File: src/hw/rtl/msbr_pkg.sv
// Shared constants and types of the MSB-first bit reader.
`default_nettype none

package msbr_pkg;

  localparam int QUEUE_DEPTH   = 16;
  localparam int MAX_READ_BITS = 64;

  localparam int QAW    = $clog2(QUEUE_DEPTH);
  localparam int QCW    = $clog2(QUEUE_DEPTH + 1);
  localparam int VAL_SHW = $clog2(MAX_READ_BITS);

  localparam logic [1:0] OP_PUSH = 2'd0;
  localparam logic [1:0] OP_READ = 2'd1;
  localparam logic [1:0] OP_SKIP = 2'd2;

  localparam logic [1:0] ST_OK    = 2'd0;
  localparam logic [1:0] ST_SHORT = 2'd1;
  localparam logic [1:0] ST_FULL  = 2'd2;
  localparam logic [1:0] ST_RANGE = 2'd3;

  typedef struct packed {
    logic start;
    logic step;
    logic emit;
  } msbr_cmd_t;

  typedef struct packed {
    logic last;
  } msbr_sts_t;

endpackage

`default_nettype wire

File: src/hw/rtl/msbr_dp.sv
// Datapath of the MSB-first bit reader: byte queue, bit extraction and result register.
`default_nettype none

module msbr_dp import msbr_pkg::*; (
  input  logic        clk_i,
  input  logic        rst_ni,
  input  msbr_cmd_t   cmd_i,
  output msbr_sts_t   sts_o,
  input  logic [1:0]  op_i,
  input  logic [7:0]  data_byte_i,
  input  logic [6:0]  bit_count_i,
  output logic [63:0] field_value_o,
  output logic [6:0]  bits_delivered_o,
  output logic [1:0]  status_o
);

  logic [1:0]     op_q, op_d;
  logic [7:0]     data_q, data_d;
  logic [6:0]     count_q, count_d;
  logic [6:0]     rem_q, rem_d;
  logic [63:0]    val_q, val_d;
  logic [6:0]     got_q, got_d;
  logic [1:0]     st_q, st_d;

  logic [7:0]     mem_q [QUEUE_DEPTH];
  logic           wr_en;
  logic [QAW-1:0] head_q, head_d;
  logic [QAW-1:0] tail_q, tail_d;
  logic [QCW-1:0] qcnt_q, qcnt_d;
  logic [7:0]     cur_q, cur_d;
  logic [3:0]     left_q, left_d;

  logic [63:0]    out_val_q;
  logic [6:0]     out_got_q;
  logic [1:0]     out_st_q;

  logic           queue_empty;
  logic           queue_full;
  logic           need_load;
  logic [7:0]     avail_byte;
  logic [3:0]     avail_bits;
  logic [3:0]     take;
  logic [3:0]     keep;
  logic [6:0]     rem_next;
  logic [7:0]     mask;
  logic [7:0]     chunk;
  logic           range_err;
  logic           last;

  assign queue_empty = (qcnt_q == '0);
  assign queue_full  = (qcnt_q == QCW'(QUEUE_DEPTH));
  assign need_load   = (left_q == 4'd0);
  assign avail_byte  = need_load ? mem_q[head_q] : cur_q;
  assign avail_bits  = need_load ? 4'd8 : left_q;
  assign take        = (rem_q < 7'(avail_bits)) ? rem_q[3:0] : avail_bits;
  assign keep        = avail_bits - take;
  assign rem_next    = rem_q - 7'(take);
  assign mask        = 8'hFF >> (4'd8 - take);
  assign chunk       = (avail_byte >> keep) & mask;
  assign range_err   = (count_q > 7'(MAX_READ_BITS));

  always_comb begin
    op_d    = op_q;
    data_d  = data_q;
    count_d = count_q;
    rem_d   = rem_q;
    val_d   = val_q;
    got_d   = got_q;
    st_d    = st_q;
    head_d  = head_q;
    tail_d  = tail_q;
    qcnt_d  = qcnt_q;
    cur_d   = cur_q;
    left_d  = left_q;
    wr_en   = 1'b0;
    last    = 1'b0;

    if (cmd_i.start) begin
      op_d    = op_i;
      data_d  = data_byte_i;
      count_d = bit_count_i;
      rem_d   = bit_count_i;
      val_d   = '0;
      got_d   = '0;
      st_d    = ST_OK;
    end

    if (cmd_i.step) begin
      case (op_q)
        OP_PUSH: begin
          last = 1'b1;
          if (queue_full) begin
            st_d = ST_FULL;
          end else begin
            wr_en  = 1'b1;
            tail_d = (tail_q == QAW'(QUEUE_DEPTH - 1)) ? '0 : tail_q + QAW'(1);
            qcnt_d = qcnt_q + QCW'(1);
          end
        end
        OP_READ: begin
          if (range_err) begin
            st_d = ST_RANGE;
            last = 1'b1;
          end else if (rem_q == '0) begin
            last = 1'b1;
          end else if (need_load && queue_empty) begin
            st_d = ST_SHORT;
            last = 1'b1;
          end else begin
            if (need_load) begin
              head_d = (head_q == QAW'(QUEUE_DEPTH - 1)) ? '0 : head_q + QAW'(1);
              qcnt_d = qcnt_q - QCW'(1);
            end
            cur_d  = avail_byte;
            left_d = keep;
            val_d  = val_q | (64'(chunk) << rem_next[VAL_SHW-1:0]);
            got_d  = got_q + 7'(take);
            rem_d  = rem_next;
            last   = (rem_next == '0);
          end
        end
        OP_SKIP: begin
          last = 1'b1;
          if (left_q != 4'd0 && left_q != 4'd8) begin
            left_d = 4'd0;
          end
        end
        default: begin
          last = 1'b1;
        end
      endcase
    end
  end

  assign sts_o.last = last;

  always_ff @(posedge clk_i or negedge rst_ni) begin
    if (!rst_ni) begin
      head_q <= '0;
      tail_q <= '0;
      qcnt_q <= '0;
      cur_q  <= '0;
      left_q <= '0;
    end else begin
      head_q <= head_d;
      tail_q <= tail_d;
      qcnt_q <= qcnt_d;
      cur_q  <= cur_d;
      left_q <= left_d;
    end
  end

  always_ff @(posedge clk_i) begin
    op_q    <= op_d;
    data_q  <= data_d;
    count_q <= count_d;
    rem_q   <= rem_d;
    val_q   <= val_d;
    got_q   <= got_d;
    st_q    <= st_d;
    if (wr_en) begin
      mem_q[tail_q] <= data_q;
    end
    if (cmd_i.emit) begin
      out_val_q <= val_q;
      out_got_q <= got_q;
      out_st_q  <= st_q;
    end
  end

  assign field_value_o    = out_val_q;
  assign bits_delivered_o = out_got_q;
  assign status_o         = out_st_q;

endmodule

`default_nettype wire

File: src/hw/rtl/msbr_ctrl.sv
// Controller state machine of the MSB-first bit reader.
`default_nettype none

module msbr_ctrl import msbr_pkg::*; (
  input  logic      clk_i,
  input  logic      rst_ni,
  input  logic      in_valid_i,
  output logic      in_ready_o,
  output logic      out_valid_o,
  input  logic      out_ready_i,
  output msbr_cmd_t cmd_o,
  input  msbr_sts_t sts_i
);

  localparam logic [1:0] S_IDLE = 2'd0;
  localparam logic [1:0] S_STEP = 2'd1;
  localparam logic [1:0] S_OUT  = 2'd2;

  logic [1:0] state_q, state_d;
  logic       out_valid_q, out_valid_d;

  assign in_ready_o  = (state_q == S_IDLE);
  assign out_valid_o = out_valid_q;

  always_comb begin
    state_d     = state_q;
    out_valid_d = out_valid_q;
    cmd_o       = '0;
    if (out_valid_q && out_ready_i) begin
      out_valid_d = 1'b0;
    end
    unique case (state_q)
      S_IDLE: begin
        if (in_valid_i) begin
          cmd_o.start = 1'b1;
          state_d     = S_STEP;
        end
      end
      S_STEP: begin
        cmd_o.step = 1'b1;
        if (sts_i.last) begin
          state_d = S_OUT;
        end
      end
      S_OUT: begin
        if (!out_valid_q || out_ready_i) begin
          cmd_o.emit  = 1'b1;
          out_valid_d = 1'b1;
          state_d     = S_IDLE;
        end
      end
      default: begin
        state_d = S_IDLE;
      end
    endcase
  end

  always_ff @(posedge clk_i or negedge rst_ni) begin
    if (!rst_ni) begin
      state_q     <= S_IDLE;
      out_valid_q <= 1'b0;
    end else begin
      state_q     <= state_d;
      out_valid_q <= out_valid_d;
    end
  end

endmodule

`default_nettype wire

File: src/hw/rtl/msb_first_bit_reader.sv
// Top level of the MSB-first bit reader over a byte queue.
// Each word is accepted in S_IDLE, steps in S_STEP and is moved to the output register in
// S_OUT, which waits for a pending result to be taken: push, skip, zero-bit and rejected
// reads end on their first step, and a read of N bits takes one step per byte touched and
// one more if the queue runs dry. A new word is accepted once the previous one is in the
// output register. Reset empties the queue, drops the current byte and idles the controller.
`default_nettype none

module msb_first_bit_reader import msbr_pkg::*; (
  input  logic        clk_i,
  input  logic        rst_ni,
  input  logic        in_valid_i,
  output logic        in_ready_o,
  input  logic [1:0]  op_i,
  input  logic [7:0]  data_byte_i,
  input  logic [6:0]  bit_count_i,
  output logic        out_valid_o,
  input  logic        out_ready_i,
  output logic [63:0] field_value_o,
  output logic [6:0]  bits_delivered_o,
  output logic [1:0]  status_o
);

  msbr_cmd_t cmd;
  msbr_sts_t sts;

  msbr_ctrl u_ctrl (
    .clk_i       (clk_i),
    .rst_ni      (rst_ni),
    .in_valid_i  (in_valid_i),
    .in_ready_o  (in_ready_o),
    .out_valid_o (out_valid_o),
    .out_ready_i (out_ready_i),
    .cmd_o       (cmd),
    .sts_i       (sts)
  );

  msbr_dp u_dp (
    .clk_i            (clk_i),
    .rst_ni           (rst_ni),
    .cmd_i            (cmd),
    .sts_o            (sts),
    .op_i             (op_i),
    .data_byte_i      (data_byte_i),
    .bit_count_i      (bit_count_i),
    .field_value_o    (field_value_o),
    .bits_delivered_o (bits_delivered_o),
    .status_o         (status_o)
  );

endmodule

`default_nettype wire
File: config.mk
export PLATFORM = sky130hd
export DESIGN_NAME = msb_first_bit_reader
export DESIGN_NICKNAME = d
export VERILOG_FILES = /design/src/hw/rtl/msbr_pkg.sv /design/src/hw/rtl/msbr_dp.sv /design/src/hw/rtl/msbr_ctrl.sv /design/src/hw/rtl/msb_first_bit_reader.sv
export SDC_FILE = /design/constraint.sdc
export NUM_CORES = 1
export LEC_CHECK = 0
export BUFFER_PORTS_ARGS = -buffer_cell sky130_fd_sc_hd__buf_2
export CORE_UTILIZATION = 37
export CTS_CLUSTER_SIZE = 25
export DETAILED_ROUTE_END_ITERATION = 6
export GPL_ROUTABILITY_DRIVEN = 1
export HOLD_SLACK_MARGIN = 0.05
export PLACE_DENSITY = 0.62
export SLEW_MARGIN = 20
export SYNTH_ARGS = -nofsm -noshare
export SYNTH_HDL_FRONTEND = slang
export SYNTH_SLANG_ARGS = --single-unit
File: constraint.sdc
create_clock -name clk_i -period 18.75 [get_ports clk_i]
set_input_delay 0.9375 -clock clk_i [delete_from_list [all_inputs] [get_ports clk_i]]
set_output_delay 0.9375 -clock clk_i [all_outputs]
set_load 0.01 [all_outputs]
==> summary.md, run 1 <==
| Metric | Value |
|---|---|
| Status | `completed` |
| #FFs+latches synth | `around 330` |
| Core Area | `37580 um2` |
| Post-synth ARST share | `between 8 and 9%` |
| Flop-to-flop setup slack | `~13 ns` |
| I/O pin cnt | `96` |
| Number of enable flip-flop cells after synthesis | `218` |
| Worst Tran Pin Value | `0.9339 ns` |
| Clock root cell | `clkbuf_16` |
| Vias in the first global route | `9160` |
| Hold WC Path Type | `reg -> reg` |
| Post-Syn Nets | `1175` |
| H-tree depth | `2` |
| Clock Power Share | `20.6%` |
| Dpl hpwl | `~23000 um` |
| Gr ovfl total | `0` |
| Initial core utilization | `37.48%` |
| CP endpoint kind | `flop` |
| Site row count | `71` |
| CTS Buffer Depth | `3` |
| Antenna violations before repair | `1` |
| Top FF cell, synth | `edfxtp_1` |
| DRC viols | `0` |
| Min cycle time layout | `between 5 and 6 ns` |
| Fmax | `178.7 MHz` |
| Syn_area_per_cell | `12.45 um2` |
| Sw Share | `a little over two fifths` |
| Share of cells above drive strength 1 | `18.33%` |
| Crit path largest cell delay | `0.85 ns` |
| WL/cell | `18.78 um` |
| Net count, final | `1268` |
| Share of the synthesized area in the top cell type | `46.48%` |
| Setup TNS | `0 ns` |
| Antenna-violating nets left | `0` |
| Area Growth Syn to Fin | `14.83%` |
| Hold Fails Final Rpt | `0` |
| R2r startpoint | `u_dp.left_q[2]$_DFFE_PN0P_` |
| Cell count after placement | `about 1700` |
| Via count | `9572` |
| CP Class | `reg -> reg` |
| Slew headroom | `37.58%` |
| Layout Skew | `0.01623 ns` |
| Setup-failing EPs final | `0` |
| Post-CTS Setup Bufs | `0` |
| Gpl congestion | `0.8857` |
| Max-Cap Viols | `0` |
| Pins Over Slew Limit | `0` |
| Ys Warns | `0` |
| Met1 usage | `23.83%` |
| CTS sink cnt | `326` |
| RSZ-0062 raised after global routing | `false` |
| Clock transition at the registers of the reported paths | `0.06 ns` |
| Register area share after synthesis | `between 60% and 70%` |
| CTS resizes | `0` |
| DR vias/cell | `5.439` |
| IO Port Bufs | `95` |
| Largest net degree at the start of global routing | `75` |
| CP Capture Point | `u_dp.val_q[60]$_DFF_P_` |
| Area leader, netlist | `edfxtp_1` |
| N_diodes | `0` |
| First-pass GRT wire length | `51830 um` |
| Crit start category | `flop` |
| Comb pwr share | `47.0%` |
| Die width | `197.1 um` |
| Slowest-stage cell, CP | `a2111oi_1` |
| TritonCTS Buffers | `34` |
| Internal power | `1.733 mW` |
| Worst IR Drop VDD | `0.1179 mV` |
| R2R Path End | `u_dp.val_q[60]$_DFF_P_` |
| Switching power total | `1.330 mW` |
| Post-route insts no fill | `approximately 1800` |
| CP required | `19.19 ns` |
| Grt met3 use | `2.851%` |
| Distinct cells, synth | `89` |
| Sequential share of power | `32.4%` |
| Drt pass-1 iters | `5` |
| Number of DRC markers in iteration 0 | `roughly 840` |
| Cells after Synth | `about 1100` |
| Die Area | `38850 um2` |
| Crit path launch | `u_dp.left_q[2]$_DFFE_PN0P_` |
| Crit path DAT | `6.04 ns` |
| # hold bufs at CTS | `0` |
| GRT Total Usage | `around 17%` |
| GR peak layer | `met2` |
| Worst skew pair latency | `0.50 ns` |
| Ranking of synthesized cells by area | `edfxtp_1 46%, dfxtp_1 11%, dfrtp_1 5.0%` |
| LEAKAGE | `5.745 nW` |
| PD cells | `189.4 nW/um2` |
| R2R cell count | `19` |
| Final period util | `between 20% and 30%` |
| CTS tree | `yes` |
| CP Max Fanout | `9` |
| Crit path cell chain | `inv_1, ha_1, a21oi_1, o21a_1, maj3_2, a21oi_1, nor2_1, ha_1, a21boi_0, o21ai_0, a211oi_1, a2111oi_1, nand2_1, nor2_1, o2111ai_1, a311oi_1, a31oi_1, o22ai_2, a22o_1` |
| Die Ht | `197.1 um` |
| Met2 usage | `26.80%` |
| Post-Syn Area | `14080 um2` |
| Routed wire length | `33050 um` |
[cell families after synthesis]
kind of cell    count (synthesis)  synth area share [%]
flops                         326                 62.82
fa+ha+maj                      25                 2.256
mux                            52                 6.032
xor+xnor                       13                0.8084
simple gates                  355                 11.82
compound gates                279                 13.95
buf+inv                        81                 2.310
[power groups by stage]
stage / clock, mW / sequential, mW / combinational, mW
after floorplan: 0 / 0.998 / 1.02
after global routing: 0.674 / 1.01 / 1.56
after detailed placement: 0 / 1.01 / 1.41
after global placement: 0 / 1.00 / 1.40
after CTS: 0.644 / 0.992 / 1.42
final: 0.632 / 0.991 / 1.44
[cells in the final DEF (no fill, tap or decap), types with 11 or more instances in the layout]
cell type,netlist,routed
ha_1,22,22
nand2_1,129,128
o21ai_0,67,67
a31oi_1,15,15
edfxtp_1,218,218
buf_4,2,14
nor3_1,29,28
o31ai_1,12,12
a311oi_1,12,12
a21o_1,11,11
and3_1,19,19
inv_1,28,28
dfrtp_1,28,28
nand3_1,38,38
nor2_1,73,72
buf_2,10,95
a22o_1,15,15
a22oi_1,11,11
a21oi_1,44,44
dfxtp_1,80,80
mux4_2,24,24
mux2i_1,23,23
clkbuf_16,0,35
[worst max-delay path: cells and delay by family, from the launching register on]
family / cells / cell delay (ns)
AND/OR/NAND/NOR: 3 / 0.89
AO/OA/AOI/OAI: 12 / 3.12
buffers and inverters: 1 / 0.11
flip-flops: 1 / 0.50
adder cells (fa/ha/maj): 3 / 0.91
[final cells by class]
| cell class | instances | area [um2] |
|---|---|---|
| Multi-Input combinational cell | 724 | 4961 |
| Clock inverter | 15 | 107.6 |
| Clock buffer | 46 | 927.1 |
| Sequential cell | 326 | 8848 |
| Fill cell | 3441 | 21400 |
| Tap cell | 511 | 639.4 |
| Timing Repair Buffer | 109 | 580.6 |
| Inverter | 29 | 108.9 |
[flip-flops by register name, summed over array words and instances (netlist names)]
| signal | cells |
|---|---|
| u_dp.status_o | 2 |
| u_dp.left_q | 4 |
| u_dp.mem_q | 128 |
| u_ctrl.out_valid_o | 1 |
| u_dp.bits_delivered_o | 7 |
| u_dp.val_q | 64 |
| u_dp.st_q | 2 |
| u_dp.cur_q | 8 |
| u_dp.data_q | 8 |
| u_dp.tail_q | 4 |
| u_dp.qcnt_q | 5 |
| u_dp.count_q | 7 |
| u_dp.rem_q | 7 |
| u_dp.op_q | 2 |
| u_dp.got_q | 7 |
| u_ctrl.state_q | 2 |
| u_dp.field_value_o | 64 |
| u_dp.head_q | 4 |
[routing by layer]
layer | part of all wire, % | vias up | wire length (um)
met5 | 0.039 | - | 13
met4 | 2.9 | 2 | 946
met3 | 5.6 | 68 | 1857
met2 | 46 | 289 | 15290
met1 | 45 | 4699 | 14940
li1 | - | 4514 | -
[how the worst min path moves through the flow]
stage                                             to  cells after the start                    from
floorplan           u_dp.field_value_o[13]$_DFFE_PP_                      0  u_dp.val_q[13]$_DFF_P_
global placement    u_dp.field_value_o[63]$_DFFE_PP_                      0  u_dp.val_q[63]$_DFF_P_
detailed placement  u_dp.field_value_o[63]$_DFFE_PP_                      0  u_dp.val_q[63]$_DFF_P_
CTS                  u_dp.field_value_o[5]$_DFFE_PP_                      0   u_dp.val_q[5]$_DFF_P_
global route        u_dp.field_value_o[23]$_DFFE_PP_                      0  u_dp.val_q[23]$_DFF_P_
finish               u_dp.field_value_o[5]$_DFFE_PP_                      0   u_dp.val_q[5]$_DFF_P_
[synthesized netlist by cell type (4+ instances only)]
library cell / instances
edfxtp_1: 218
nand2_1: 129
dfxtp_1: 80
nor2_1: 73
o21ai_0: 67
a21oi_1: 44
nand3_1: 38
clkbuf_1: 36
nor3_1: 29
dfrtp_1: 28
inv_1: 28
mux4_2: 24
mux2i_1: 23
ha_1: 22
and3_1: 19
a22o_1: 15
a31oi_1: 15
a311oi_1: 12
o31ai_1: 12
a21o_1: 11
a22oi_1: 11
buf_2: 10
nor2b_1: 10
a211oi_1: 9
and2_1: 9
o21ai_1: 9
nand2b_1: 8
o22ai_1: 8
xnor2_1: 8
nand4_1: 7
or2_2: 7
o211ai_1: 5
or3_1: 5
xor2_1: 5
a31o_2: 4
nor3b_1: 4
nor4_1: 4
o31ai_2: 4
or4_1: 4
[per-stage QoR]
step	total power, mW	setup slack [ns]	utilization (%)	hold WS, ns	cell area, um2
final	3.063	13.15	43.04	0.4305	16170
after global routing	3.245	12.61	43.04	0.4420	16170
after CTS	3.052	13.16	43.02	0.4289	16170
after detailed placement	2.416	13.21	40.27	0.4183	15130
after global placement	2.408	13.36	40.27	0.4154	15130
after floorplan	2.014	11.79	-	0.4081	14080
No activity file was read; power rests on OpenSTA's default activity.
==> run 2, diff against run 1 <==
==> constraint.sdc (replaced) <==
create_clock -name clk_i -period 5.4 [get_ports clk_i]
set_input_delay 0.27 -clock clk_i [delete_from_list [all_inputs] [get_ports clk_i]]
set_output_delay 0.27 -clock clk_i [all_outputs]
set_load 0.01 [all_outputs]
==> summary.md, run 2 (synthesis gave the netlist of run 1 again) <==
| Metric | Value |
|---|---|
| Hold Fails Final Rpt | `0 (unchanged)` |
| Sequential share of power | `31.5% (was 32.4%)` |
| Most common cell after layout, fill and taps aside | `edfxtp_1 (unchanged)` |
| Crit path cell chain | `inv_1, ha_1, nand2_1, o21a_1, maj3_2, a21oi_1, nor2_2, ha_1, inv_1, ha_1, nor3_1, a41oi_2, nand2_1, o311a_1, o31ai_1, nand2_1, mux4_2, a221oi_2, o21ai_1 (was inv_1, ha_1, a21oi_1, o21a_1, maj3_2, a21oi_1, nor2_1, ha_1, a21boi_0, o21ai_0, a211oi_1, a2111oi_1, nand2_1, nor2_1, o2111ai_1, a311oi_1, a31oi_1, o22ai_2, a22o_1)` |
| Setup TNS | `0 ns (unchanged)` |
| Core Area | `37580 um2 (unchanged)` |
| Total Power | `11.03 mW (was 3.063 mW)` |
| Setup-failing EPs final | `0 (unchanged)` |
| Crit path DAT | `5.49 ns (was 6.04 ns)` |
| Site row count | `71 (unchanged)` |
| WL/cell | `19.03 um (was 18.78 um)` |
| Initial core utilization | `37.48% (unchanged)` |
| LEAKAGE | `5.924 nW (was 5.745 nW)` |
| Die Ht | `197.1 um (unchanged)` |
| Pins Over Slew Limit | `0 (unchanged)` |
| Final period util | `94.29% (was 29.85%)` |
| Fin worst setup slack | `0.3083 ns (was 13.15 ns)` |
| Worst IR Drop VDD | `0.3563 mV (was 0.1179 mV)` |
| Clock root cell | `clkbuf_16 (unchanged)` |
| Met2 usage | `29.39% (was 26.80%)` |
| Via count | `9685 (was 9572)` |
| GRT Total Usage | `17.71% (was 17.05%)` |
| Min cycle time layout | `5.092 ns (was 5.596 ns)` |
| Largest net degree at the start of global routing | `74 (was 75)` |
| Switching power total | `4.730 mW (was 1.330 mW)` |
| TritonCTS Buffers | `35 (was 34)` |
| Grt met3 use | `2.800% (was 2.851%)` |
| CP endpoint kind | `flop (unchanged)` |
| Biggest register | `u_dp.mem_q (unchanged)` |
| Fin util | `44.13% (was 43.04%)` |
| Gpl congestion | `0.8930 (was 0.8857)` |
| GR peak layer | `met2 (unchanged)` |
| Routed wire length | `34180 um (was 33050 um)` |
| Commonest cells after routing, fill and taps aside | `218 x edfxtp_1, 128 x nand2_1, 95 x buf_2 (unchanged)` |
| Slowest-stage cell, CP | `mux4_2 (was a2111oi_1)` |
| Max-Cap Viols | `0 (unchanged)` |
| Drt pass-1 iters | `5 (unchanged)` |
| CTS Buffer Depth | `3 (unchanged)` |
| Share of cells above drive strength 1 | `19.46% (was 18.33%)` |
| Number of DRC markers in iteration 0 | `741 (was 836)` |
| H-tree depth | `2 (unchanged)` |
| RSZ-0062 raised after global routing | `false (unchanged)` |
| PD cells | `665.4 nW/um2 (was 189.4 nW/um2)` |
| Vias in the first global route | `9425 (was 9160)` |
| CTS sink cnt | `326 (unchanged)` |
| Hold WC Path Type | `in -> reg (was reg -> reg)` |
| IO Port Bufs | `95 (unchanged)` |
| CP Class | `reg -> reg (unchanged)` |
| N_diodes | `0 (unchanged)` |
| Crit path largest cell delay | `0.59 ns (was 0.85 ns)` |
| Internal power | `6.305 mW (was 1.733 mW)` |
| CP required | `5.80 ns (was 19.19 ns)` |
| I/O pin cnt | `96 (unchanged)` |
| Area Growth Syn to Fin | `17.73% (was 14.83%)` |
| CP Buf/Inv Count | `2 (was 1)` |
| Gr ovfl total | `0 (unchanged)` |
| Status | `completed (unchanged)` |
| First-pass GRT wire length | `53460 um (was 51830 um)` |
| Cell family with most CP delay | `compound AO/OA/AOI/OAI gates (unchanged)` |
| Net count, final | `1303 (was 1268)` |
| DRC viols | `0 (unchanged)` |
| Setup slack at placement | `0.3041 ns (was 13.21 ns)` |
| CP Max Fanout | `8 (was 9)` |
| Max reg flops | `128 (unchanged)` |
| Antenna-violating nets left | `0 (unchanged)` |
| Worst Tran Pin Value | `0.9497 ns (was 0.9339 ns)` |
| Crit start category | `flop (unchanged)` |
| Antenna violations before repair | `0 (was 1)` |
| Fmax | `196.4 MHz (was 178.7 MHz)` |
| Worst skew pair latency | `0.52 ns (was 0.50 ns)` |
| Die width | `197.1 um (unchanged)` |
| Slew headroom | `36.41% (was 37.58%)` |
| Worst hold margin | `0.1474 ns (was 0.4305 ns)` |
| DR vias/cell | `5.393 (was 5.439)` |
| Layout Skew | `0.02361 ns (was 0.01623 ns)` |
| CTS tree | `yes (unchanged)` |
| Die Area | `38850 um2 (unchanged)` |
| Clock Power Share | `21.3% (was 20.6%)` |
| Sw Share | `42.86% (was 43.42%)` |
| Dpl hpwl | `23760 um (was 22960 um)` |
| Comb pwr share | `47.2% (was 47.0%)` |
| Met1 usage | `23.70% (was 23.83%)` |
| Clock transition at the registers of the reported paths | `0.06 ns (about the same)` |
| Post-CTS Setup Bufs | `0 (unchanged)` |
## run 2: cell types whose count changed in the layout (fill, tap and decap cells not counted), moves of 2 or more
cell	before	now
dlygate4sd3_1	0	18
buf_4	14	30
clkinv_2	8	4
bufinv_16	1	3
clkinvlp_4	0	2
## run 2: repair_timing
item                                   4_1_cts  5_1_grt
endpoints found under the hold margin       47        0
resized for setup                            0        5
setup endpoints to repair                    0       34
hold buffers                                18        0
## run 2: worst paths after layout
check                                            from  slack, ns  cells after the start                               end
max                        u_dp.left_q[1]$_DFFE_PN0P_       0.31                     19            u_dp.val_q[22]$_DFF_P_
min                                       out_ready_i       0.15                      3      u_ctrl.out_valid_o$_DFF_PN0_
max reg2reg                u_dp.left_q[1]$_DFFE_PN0P_       0.31                     19            u_dp.val_q[22]$_DFF_P_
min reg2reg                    u_dp.val_q[19]$_DFF_P_       0.43                      0  u_dp.field_value_o[19]$_DFFE_PP_
max in group asynchronous                      rst_ni       4.49                      2        u_dp.head_q[0]$_DFFE_PN0P_
min in group asynchronous                      rst_ni       0.37                      2        u_dp.tail_q[3]$_DFFE_PN0P_
## run 2: routing by layer
| layer | up-vias | part of all wire [%] |
|---|---|---|
| met4 | 0 | 2.3 |
| li1 | 4600 | - |
| met2 | 248 | 48 |
| met1 | 4782 | 45 |
| met3 | 55 | 4.5 |
| met5 | - | 0 |
## run 2: final cells by class
cell class	instances	area, um2
Sequential cell	326	8850
Multi-Input combinational cell	724	4977
Clock buffer	48	955.9
Inverter	29	108.9
Fill cell	3439	21000
Tap cell	511	639.4
Clock inverter	15	170.2
Timing Repair Buffer	143	880.8
## run 2: power by group through the flow
| stage | logic (mW) | registers [mW] | clock network (mW) |
|---|---|---|---|
| 2_1_floorplan | 3.53 | 3.45 | 0 |
| 5_1_grt | 5.65 | 3.53 | 2.50 |
| 6_report | 5.21 | 3.47 | 2.35 |
| 3_3_place_gp | 5.08 | 3.52 | 0 |
| 4_1_cts | 5.11 | 3.48 | 2.40 |
| 3_5_place_dp | 5.07 | 3.53 | 0 |
## run 2: worst min-delay path: stages
cell	delay, ns
buf_2	0.07
nand2b_1	0.16
o21ai_0	0.11
## run 2: through the flow
step,std cells,area [um2]
2_1_floorplan,1131,14090
6_report,1796,16580
5_1_grt,1796,16580
3_5_place_dp,1715,15250
4_1_cts,1796,16560
3_3_place_gp,1715,15250
==> run 3, diff against run 2 <==
--- a/config.mk
+++ b/config.mk
@@ -15,4 +15,5 @@
 export SLEW_MARGIN = 20
 export SYNTH_ARGS = -nofsm -noshare
 export SYNTH_HDL_FRONTEND = slang
+export SYNTH_HIERARCHICAL = 1
 export SYNTH_SLANG_ARGS = --single-unit
==> summary.md, run 3 <==
| Metric | Value |
|---|---|
| Status | `completed (unchanged)` |
| Flop-to-flop setup slack | `0.45 ns (was 0.31 ns)` |
| Worst skew pair latency | `0.52 ns (about the same)` |
| Cells after Synth | `1141 (was 1131)` |
| Setup-failing EPs final | `0 (unchanged)` |
| Clock root cell | `clkbuf_16 (unchanged)` |
| Ys Warns | `6 (was 0)` |
| CTS sink cnt | `326 (unchanged)` |
| DR vias/cell | `5.535 (was 5.393)` |
| Via count | `9985 (was 9685)` |
| Site row count | `71 (unchanged)` |
| CP Class | `reg -> reg (unchanged)` |
| Hold depth | `3 (unchanged)` |
| Top cells by count, synth | `218 x edfxtp_1, 118 x nand2_1, 80 x dfxtp_1, 80 x o21ai_0, 61 x nor2_1 (was 218 x edfxtp_1, 129 x nand2_1, 80 x dfxtp_1)` |
| CP Buf/Inv Count | `2 (unchanged)` |
| H-tree depth | `2 (unchanged)` |
| Hold WC Path Type | `in -> reg (unchanged)` |
| Fillers | `3531 (was 3439)` |
| TritonCTS Buffers | `34 (was 35)` |
| Core Area | `37840 um2 (was 37580 um2)` |
| CP Max Fanout | `9 (was 8)` |
| Worst Tran Pin Value | `0.9140 ns (was 0.9497 ns)` |
| R2R cell count | `19 (unchanged)` |
| Number of enable flip-flop cells after synthesis | `218 (unchanged)` |
| Post-synth ARST share | `8.589% (unchanged)` |
| Post-Syn Area | `14300 um2 (was 14080 um2)` |
| Hold EP | `u_ctrl/out_valid_o$_DFF_PN0_ (was u_ctrl.out_valid_o$_DFF_PN0_)` |
| Share of the synthesized area in the top cell type | `45.76% (was 46.48%)` |
| Dpl hpwl | `24550 um (was 23760 um)` |
| Layout Skew | `0.01352 ns (was 0.02361 ns)` |
| Drt pass-1 iters | `7 (was 5)` |
| Slew headroom | `39.06% (was 36.41%)` |
| Crit path cell chain | `inv_1, ha_1, a21oi_1, o21ai_1, maj3_2, nor2_2, nor2_1, a21o_1, ha_1, inv_1, ha_2, nor3_1, o22a_2, or2_4, mux4_2, a22oi_4, nor2_2, nor2_1, o31ai_1 (was inv_1, ha_1, nand2_1, o21a_1, maj3_2, a21oi_1, nor2_2, ha_1, inv_1, ha_1, nor3_1, a41oi_2, nand2_1, o311a_1, o31ai_1, nand2_1, mux4_2, a221oi_2, o21ai_1)` |
| Biggest register | `u_dp/mem_q (was u_dp.mem_q)` |
| Net count, final | `1310 (was 1303)` |
| Syn_area_per_cell | `12.54 um2 (was 12.45 um2)` |
| Die Area | `39450 um2 (was 38850 um2)` |
| Routed wire length | `35190 um (was 34180 um)` |
| GRT Total Usage | `17.78% (was 17.71%)` |
| First-pass GRT wire length | `53940 um (was 53460 um)` |
| Commonest cells after routing, fill and taps aside | `218 x edfxtp_1, 117 x nand2_1, 95 x buf_2 (was 218 x edfxtp_1, 128 x nand2_1, 95 x buf_2)` |
| Largest net degree at the start of global routing | `74 (unchanged)` |
| R2r startpoint | `u_dp/left_q[2]$_DFFE_PN0P_ (was u_dp.left_q[1]$_DFFE_PN0P_)` |
| CTS Buffer Depth | `3 (unchanged)` |
| Number of DRC markers in iteration 0 | `931 (was 741)` |
| Distinct cells, synth | `96 (was 89)` |
| Slowest-stage cell, CP | `mux4_2 (unchanged)` |
| Gpl congestion | `0.9156 (was 0.8930)` |
| Gr ovfl total | `0 (unchanged)` |
| Ranking of synthesized cells by area | `edfxtp_1 46%, dfxtp_1 11%, dfrtp_1 4.9% (was edfxtp_1 46%, dfxtp_1 11%, dfrtp_1 5.0%)` |
| Final period util | `91.70% (was 94.29%)` |
| Initial core utilization | `37.80% (was 37.48%)` |
| Total Power | `11.85 mW (was 11.03 mW)` |
| R2R Path End | `u_dp/val_q[25]$_DFF_P_ (was u_dp.val_q[22]$_DFF_P_)` |
| Die Ht | `198.6 um (was 197.1 um)` |
| #FFs+latches synth | `326 (unchanged)` |
| Antenna-violating nets left | `0 (unchanged)` |
| Fin area | `16760 um2 (was 16580 um2)` |
| N_diodes | `0 (unchanged)` |
| I/O pin cnt | `96 (unchanged)` |
| Worst IR Drop VDD | `0.3599 mV (was 0.3563 mV)` |
| Clock transition at the registers of the reported paths | `0.06 ns (about the same)` |
| CP required | `5.79 ns (was 5.80 ns)` |
| Fin util | `44.30% (was 44.13%)` |
| Most common cell after layout, fill and taps aside | `edfxtp_1 (unchanged)` |
| Fmax | `202.0 MHz (was 196.4 MHz)` |
| LEAKAGE | `5.945 nW (was 5.924 nW)` |
| Post-Syn Nets | `1182 (was 1175)` |
| Vias in the first global route | `9554 (was 9425)` |
| DRC viols | `0 (unchanged)` |
| Antenna violations before repair | `0 (unchanged)` |
| Max-Cap Viols | `0 (unchanged)` |
| Crit start category | `flop (unchanged)` |
| Max reg flops | `128 (unchanged)` |
| Crit path largest cell delay | `0.54 ns (was 0.59 ns)` |
| Pins Over Slew Limit | `0 (unchanged)` |
| Register area share after synthesis | `61.86% (was 62.82%)` |
| Share of cells above drive strength 1 | `20.80% (was 19.46%)` |
| Area leader, netlist | `edfxtp_1 (unchanged)` |
| Crit path DAT | `5.34 ns (was 5.49 ns)` |
| WL/cell | `19.50 um (was 19.03 um)` |
| IO Port Bufs | `95 (unchanged)` |
| Min cycle time layout | `4.952 ns (was 5.092 ns)` |
| CTS tree | `yes (unchanged)` |
| Top-count cell post-synth | `edfxtp_1 (unchanged)` |
| Area Growth Syn to Fin | `17.20% (was 17.73%)` |
| Post-DP Area | `15400 um2 (was 15250 um2)` |
| CP endpoint kind | `flop (unchanged)` |
| Die width | `198.6 um (was 197.1 um)` |
| Hold Crit Start | `out_ready_i (unchanged)` |
| Cell family with most CP delay | `compound AO/OA/AOI/OAI gates (unchanged)` |
| Top FF cell, synth | `edfxtp_1 (unchanged)` |
| Hold Fails Final Rpt | `0 (unchanged)` |
| PD cells | `706.7 nW/um2 (was 665.4 nW/um2)` |
run 3: logic make-up (layout without fill, tap and decap cells):
family                   Yosys count  after routing  share of synthesized area (%)
buffers and inverters             89            241                          2.694
XOR/XNOR                          17             17                          1.093
flip-flops                       326            326                          61.86
AND/OR/NAND/NOR                  325            325                          11.19
adder cells (fa/ha/maj)           22             22                          1.959
AO/OA/AOI/OAI                    304            304                          14.94
multiplexers                      58             58                          6.271
run 3: timing repair:
action                                 CTS  global route
setup endpoints to repair                0            64
endpoints found under the hold margin   48             0
hold buffers                            19             0
buffers inserted                         0             5
resized for setup                        0            12
run 3: layer usage:
metal | global-route usage (%) | part of all wire [%] | vias up
met4 | 7.094 | 3.4 | 0
met2 | 30.15 | 49 | 345
met1 | 22.67 | 42 | 4908
li1 | - | - | 4654
met5 | 0 | 0 | -
met3 | 2.815 | 5.3 | 78
run 3: final cells by class:
cell class                      count  area (um2)  share of cell area (%)
Clock inverter                     14       107.6                  0.6418
Multi-Input combinational cell    726        5159                   30.77
Timing Repair Buffer              149       928.4                   5.538
Clock buffer                       46       958.4                   5.717
Tap cell                          511       639.4                   3.814
Sequential cell                   326        8852                   52.80
Inverter                           32       120.1                  0.7165
run 3: worst max-delay path by stage:
| stage | from | to | slack, ns | cells after the start |
|---|---|---|---|---|
| floorplan | u_dp/left_q[2]$_DFFE_PN0P_ | u_dp/val_q[25]$_DFF_P_ | 0.73 | 21 |
| detailed placement | u_dp/left_q[2]$_DFFE_PN0P_ | u_dp/val_q[60]$_DFF_P_ | 0.13 | 18 |
| global placement | u_dp/left_q[2]$_DFFE_PN0P_ | u_dp/val_q[9]$_DFF_P_ | 0.31 | 20 |
| CTS | u_dp/left_q[2]$_DFFE_PN0P_ | u_dp/val_q[60]$_DFF_P_ | 0.11 | 18 |
| global route | u_dp/left_q[2]$_DFFE_PN0P_ | u_dp/val_q[60]$_DFF_P_ | -0.01 | 18 |
| finish | u_dp/left_q[2]$_DFFE_PN0P_ | u_dp/val_q[25]$_DFF_P_ | 0.45 | 19 |
run 3: power by group:
part	total [mW]	switching [mW]	leakage (nW)	internal [mW]
logic	5.91	3.85	2.43	2.06
registers	3.69	0.441	2.99	3.25
clock network	2.25	0.949	0.519	1.30
total	11.8	5.24	5.95	6.61
run 3: worst min-delay path: stages:
cell and delay (ns):
buf_2 0.07, nand2b_1 0.16, nand2_1 0.06
run 3: stage by stage:
stage                     hold slack [ns]  worst slack [ns]  TNS (ns)  std cells
after floorplan                  -0.02559            0.7274         0       1141
after global placement             0.3669            0.3054         0       1720
after detailed placement           0.3652            0.1312         0       1720
after CTS                         0.06882            0.1130         0       1799
after global routing              0.08611         -0.009557  -0.01742       1804
final                             0.09258            0.4484         0       1804
